<file path="config.mk">
export PLATFORM = sky130hd
export DESIGN_NAME = mwkp_ctrl
export DESIGN_NICKNAME = d
export VERILOG_FILES = /design/src/sv/mwkp_pkg.sv /design/src/sv/mwkp_ctrl.sv
export SDC_FILE = /design/constraint.sdc
export NUM_CORES = 1
export LEC_CHECK = 0
export BUFFER_PORTS_ARGS = -buffer_cell sky130_fd_sc_hd__buf_4
export CORE_MARGIN = 8
export CORE_UTILIZATION = 50
export DETAILED_ROUTE_END_ITERATION = 8
export GPL_ROUTABILITY_DRIVEN = 1
export HOLD_SLACK_MARGIN = 0.06
export MAX_ROUTING_LAYER = met4
export PLACE_DENSITY = 0.78
export SYNTH_ARGS = -nofsm -noshare
export SYNTH_HDL_FRONTEND = slang
export SYNTH_SLANG_ARGS = --single-unit
</file>
<file path="constraint.sdc">
create_clock -name clk -period 2.5 [get_ports clk]
set_input_delay 0.25 -clock clk [delete_from_list [all_inputs] [get_ports clk]]
set_output_delay 0.25 -clock clk [all_outputs]
set_load 0.02 [all_outputs]
</file>
<file path="src/sv/mwkp_pkg.sv">
// ----------------------------------------------------------------------------
// mwkp_pkg
// Shared types and constants for the minimum prime window block.
// ----------------------------------------------------------------------------
package mwkp_pkg;

  localparam int unsigned FIELD_W     = 17;
  localparam int unsigned OUT_W       = 18;
  localparam int unsigned IN_TDATA_W  = 56;
  localparam int unsigned OUT_TDATA_W = 24;

  // all ones: no window length qualifies
  localparam logic [OUT_W-1:0] ANS_NONE = {OUT_W{1'b1}};

  // commands from controller to datapath
  typedef struct packed {
    logic fill;
    logic sv_init;
    logic sv_rd;
    logic sv_mark_init;
    logic sv_mark;
    logic sv_next;
    logic q_load;
    logic pre_init;
    logic pre_rd;
    logic pre_wr;
    logic bs_mid;
    logic chk_rd;
    logic chk_step;
    logic bs_pass;
    logic bs_fail;
    logic out_load;
  } cmd_t;

  // status from datapath to controller
  typedef struct packed {
    logic fill_last;
    logic sv_done;
    logic map_bit;
    logic mark_done;
    logic q_empty;
    logic pre_last;
    logic bs_done;
    logic chk_ok;
    logic chk_last;
  } stat_t;

endpackage

</file>
<file path="src/sv/mwkp_ctrl.sv">
// ----------------------------------------------------------------------------
// mwkp_ctrl
// Sequencer for sieve build, prefix build and binary search over lengths.
// ----------------------------------------------------------------------------
module mwkp_ctrl (
  input  logic           clk,
  input  logic           rst,
  input  logic           s_tvalid,
  output logic           s_tready,
  output logic           m_tvalid,
  input  logic           m_tready,
  input  mwkp_pkg::stat_t st,
  output mwkp_pkg::cmd_t  cmd
);
  import mwkp_pkg::*;

  typedef enum logic [12:0] {
    S_FILL    = 13'b0000000000001,
    S_SV_SQ   = 13'b0000000000010,
    S_SV_TEST = 13'b0000000000100,
    S_SV_BIT  = 13'b0000000001000,
    S_SV_MARK = 13'b0000000010000,
    S_IDLE    = 13'b0000000100000,
    S_Q_CHK   = 13'b0000001000000,
    S_PRE_RD  = 13'b0000010000000,
    S_PRE_WR  = 13'b0000100000000,
    S_BS_TEST = 13'b0001000000000,
    S_CHK_RD  = 13'b0010000000000,
    S_CHK_CMP = 13'b0100000000000,
    S_DONE    = 13'b1000000000000
  } state_t;

  state_t state, state_next;

  always_ff @(posedge clk) begin
    if (rst) begin
      state    <= S_FILL;
      m_tvalid <= 1'b0;
    end else begin
      state <= state_next;
      if (cmd.out_load) begin
        m_tvalid <= 1'b1;
      end else if (m_tready) begin
        m_tvalid <= 1'b0;
      end
    end
  end

  assign s_tready = (state == S_IDLE);

  always_comb begin
    cmd        = '0;
    state_next = state;
    unique case (state)
      S_FILL: begin
        cmd.fill = 1'b1;
        if (st.fill_last) begin
          cmd.sv_init = 1'b1;
          state_next  = S_SV_SQ;
        end
      end
      S_SV_SQ: state_next = S_SV_TEST;
      S_SV_TEST: begin
        if (st.sv_done) begin
          state_next = S_IDLE;
        end else begin
          cmd.sv_rd  = 1'b1;
          state_next = S_SV_BIT;
        end
      end
      S_SV_BIT: begin
        if (st.map_bit) begin
          cmd.sv_mark_init = 1'b1;
          state_next       = S_SV_MARK;
        end else begin
          cmd.sv_next = 1'b1;
          state_next  = S_SV_SQ;
        end
      end
      S_SV_MARK: begin
        if (st.mark_done) begin
          cmd.sv_next = 1'b1;
          state_next  = S_SV_SQ;
        end else begin
          cmd.sv_mark = 1'b1;
        end
      end
      S_IDLE: begin
        if (s_tvalid) begin
          cmd.q_load = 1'b1;
          state_next = S_Q_CHK;
        end
      end
      S_Q_CHK: begin
        if (st.q_empty) begin
          state_next = S_DONE;
        end else begin
          cmd.pre_init = 1'b1;
          state_next   = S_PRE_RD;
        end
      end
      S_PRE_RD: begin
        cmd.pre_rd = 1'b1;
        state_next = S_PRE_WR;
      end
      S_PRE_WR: begin
        cmd.pre_wr = 1'b1;
        state_next = st.pre_last ? S_BS_TEST : S_PRE_RD;
      end
      S_BS_TEST: begin
        if (st.bs_done) begin
          state_next = S_DONE;
        end else begin
          cmd.bs_mid = 1'b1;
          state_next = S_CHK_RD;
        end
      end
      S_CHK_RD: begin
        cmd.chk_rd = 1'b1;
        state_next = S_CHK_CMP;
      end
      S_CHK_CMP: begin
        if (!st.chk_ok) begin
          cmd.bs_fail = 1'b1;
          state_next  = S_BS_TEST;
        end else if (st.chk_last) begin
          cmd.bs_pass = 1'b1;
          state_next  = S_BS_TEST;
        end else begin
          cmd.chk_step = 1'b1;
          state_next   = S_CHK_RD;
        end
      end
      S_DONE: begin
        // hold until the output register is free
        if (!m_tvalid || m_tready) begin
          cmd.out_load = 1'b1;
          state_next   = S_IDLE;
        end
      end
      default: state_next = S_FILL;
    endcase
  end

endmodule

</file>
* Word level (Yosys, flattened, before mapping) *
Cells that the tools add are included.

storage, ports and cells
  input port bits = 13
  flip-flop bits (word level) = 14

operators by class
  eq/ne operators = 17
  multiplexer cells = 41
  reduce and logical (&&, ||, !) cells = 4

operators by type and width
  kind                                                                     number
  13-bit one-hot mux with 13 select lines                                  1
  13-bit 2-to-1 mux                                                        7
  1-bit 2-to-1 mux                                                         25
  13-bit by 1-bit equality test with 1-bit output, second input constant   1
  13-bit by 10-bit equality test with 1-bit output, second input constant  1
  13-bit by 11-bit equality test with 1-bit output, second input constant  1
  13-bit by 12-bit equality test with 1-bit output, second input constant  1
  13-bit equality test, second input constant                              1
  13-bit by 2-bit equality test with 1-bit output, second input constant   1
  13-bit by 3-bit equality test with 1-bit output, second input constant   1
  13-bit by 4-bit equality test with 1-bit output, second input constant   1
  13-bit by 5-bit equality test with 1-bit output, second input constant   1
  13-bit by 6-bit equality test with 1-bit output, second input constant   1
  13-bit by 7-bit equality test with 1-bit output, second input constant   1
  13-bit by 8-bit equality test with 1-bit output, second input constant   1
  13-bit by 9-bit equality test with 1-bit output, second input constant   1
  11-bit 2-to-1 mux                                                        1
  10-bit 2-to-1 mux                                                        1
  2-bit inequality test, second input constant                             4
  6-bit 2-to-1 mux                                                         1
  5-bit 2-to-1 mux                                                         1
  2-bit 2-to-1 mux                                                         2
  4-bit AND reduction                                                      1
  3-bit 2-to-1 mux                                                         1
  4 further kinds                                                          4

* Longest topological paths before layout *
  word-level depth = 5
  mapped depth = 7

* Worst setup path after synthesis *
OpenSTA, ideal clock, no wires.

  kind = flip-flop to output port
  start = register state[4]
  end = output cmd[2] (netlist bit)
  data arrival time = 1.921 ns
  buffers on the path = 1
  setup slack = 0.329 ns
  data required time = 2.250 ns
  cell stages (with the launch flop) = 7
  cell sequence = dfxtp_1 -> buf_4 -> or4_4 -> nor2_4 -> nand2_2 -> or4_4 -> nor2_1

RTL lines
  what                    RTL line         text
  start, declared         mwkp_ctrl.sv:33  state_t state, state_next;
  start signal, assigned  mwkp_ctrl.sv:40  state <= state_next;
  end, declared           mwkp_ctrl.sv:13  output mwkp_pkg::cmd_t cmd

==> metrics.cfg <==
[timing]
slew_headroom_pct=69.9
setup_viol_count_final=1
layout_min_cycle_time_ps=2500
fin_skew_ps=1.50
fmax_ghz=0.400
setup-tns-final_ps=-1.75
rsz0062_at_grt=true
hold_slack_ps=127
period_share_pct=100
setup_slack_ps=-1.75
max_slew.worst_pin.slew_ps=445
final_max_slew_viol_count=0
hold_viol=0

[critical_path]
cp-start-kind=flip-flop
cp_data_required_time_ps=2250
crit_fanout=10
arrival_ps=2250
path_class=flip-flop to primary output
setup.worst_path.end_class=primary output

[clock_network]
clock_path_buffers=2
root_buffer=clkbuf_4
insertion_delay_ps=290
ctsHoldBuffers=0
h-tree-depth=1
path_clk_slew_ps=100
cts_buffers=3
cts_tree=built
clock-sinks=14

[power_and_ir_drop]
p_seq_share_pct=42.3
power.share.switching_pct=32.5
clkPwrFrac_pct=30.0
finalPower_uw=590
p_leak_uw=0.000575
switching_power_uw=192
internal_power_uw=398
p_per_area_nw_per_um2=434
combPwrFrac_pct=27.7
ir_worst_vdd_mv=0.352

[detailed_routing]
dr.pass1.iters=4
wl_mm=3.11
vias=1146
drc=0
vias_per_cell=5.94
drt-initial-drc-count=48
ant_nets=0
wl_per_cell_um=16.1

[worst_hold_path]
holdCritPathClass=input port to flip-flop

[floorplanning]
ios=31
fp-row-count=16
start_util_pct=53.3
core_um2=1980
fp.dieH_um=62.0
die_w_um=62.0
die_area_um2=3840

[grt]
grt_pass1_vias=1093
grt-ovfl-total=0
grtUsageTotal_pct=17.9
antenna_found_initial=0
grt_pass1_wl_mm=5.04
grt_start_max_net_pins=11

[placed_design]
dp_hpwl_mm=2.37
gp_congestion=1.01
numPortBuffers=30

[synth]
synth_cell_types=44
synth.most_common_cell=nor2_1
synth_nets=148
synth_top_family_by_area=simple AND/OR/NAND/NOR gates
yosys.area.top_type_share_pct=26.5
syn-cell-area_um2=1060
synth_top_area_cell=dfxtp_1
synth_warnings=0
ys.flop_type=dfxtp_1
synth-compound-area-share_pct=13.2
avgSynthCellArea_um2=7.82
yosys.area_share.adder_pct=0
synthArstFlopShare_pct=0
synth_mux_area_share_pct=0
yosys.area_share.xor_xnor_pct=2.49
synth-simple-area-share_pct=50.6
synth.cells.most_frequent=nor2_1 (17), dfxtp_1 (14), nor4_1 (9)
yosysSeqAreaShare_pct=26.5
netlist_instances=135
synth_seq_cells=14
synth-edff-count=0
synth_area_leaders=dfxtp_1 (27%), nor2_1 (6.0%), nor4_1 (5.3%)

[cells_and_area]
antenna_cells=0
syn2layout_area_growth_pct=28.7
utilization_pct=68.6
drive_gt1_share_pct=38.0
nets=180

[status]
status=complete, but fails checks
violations=negative setup slack

[job]
maxCapViolations=0

-- worst max-delay path: stages, from the launching register on --
cell and delay, ps:
dfxtp_1 410, or3_1 600, nor4_2 350, nand3_1 210, o32ai_1 190, buf_4 200
-- cell usage in the layout (no fill, tap or decap), drive strengths merged, types with 3 or more instances in the layout --
cell    instances
nand3           6
nand2           9
clkbuf          4
nor3            6
o21ai           6
nor4           12
a21oi           3
nand2b          6
inv             8
nor4b           3
xnor2           3
buf            35
or4             3
or4b            5
dfxtp          14
nor2           19
-- layout make-up --
cell class / instances / area [µm²]
multi-input combinational: 105 / 708
fill: 166 / 623
clock buffer: 4 / 36.3
tap: 27 / 33.8
inverter: 8 / 30.0
sequential: 14 / 288
timing repair buffer: 35 / 263
-- registers in the layout (all words and copies together), names as in the netlist --
signal / flops
state: 13
m_tvalid: 1
-- power by group through the flow --
stage | Sequential [µW] | Combinational, µW | Clock, µW
global route | 252 | 181 | 191
detailed placement | 251 | 155 | 0
global placement | 249 | 151 | 0
CTS | 249 | 159 | 178
floorplan | 243 | 111 | 0
finish | 249 | 163 | 177
-- routing by layer --
metal / GRT usage [%] / vias up / routed length [µm] / share of wire [%]
met5: - / - / 0 / 0
met4: 8.12 / 0 / 77 / 2.5
met3: 2.47 / 9 / 129 / 4.1
met2: 28.5 / 45 / 1530 / 49
met1: 21.9 / 530 / 1380 / 44
li1: - / 562 / - / -
-- cell families after synthesis --
group,after synthesis
buffers and inverters,16
xor gates and xnor gates,3
and+or+nand+nor,83
DFF,14
AOI/OAI and AO/OA,19
-- path summary, 6_finish.rpt --
kind / start / to / slack (ps) / cells past startpoint
worst min-delay path: st[7] / state[3] / 130 / 2
worst max-delay path: state[8] / cmd[10] / -2 / 5
worst min register to register: m_tvalid / m_tvalid / 540 / 2
worst max register to register: state[8] / state[5] / 430 / 5
-- repair_timing --
item,4_1_cts,5_1_grt
endpoints found under the hold margin,0,0
resized for setup,4,2
buffers inserted,0,3
setup endpoints to repair,4,5
pin swaps,0,2
-- through the flow --
| stage | area (µm²) | instances | worst slack (ps) |
|---|---|---|---|
| 2_1_floorplan | 1060 | 135 | 329 |
| 3_3_place_gp | 1280 | 186 | 339 |
| 3_5_place_dp | 1280 | 186 | 313 |
| 4_1_cts | 1330 | 190 | 7.69 |
| 5_1_grt | 1360 | 193 | -81.2 |
| 6_report | 1360 | 193 | -1.75 |
No activity file was read; power rests on OpenSTA's default activity.
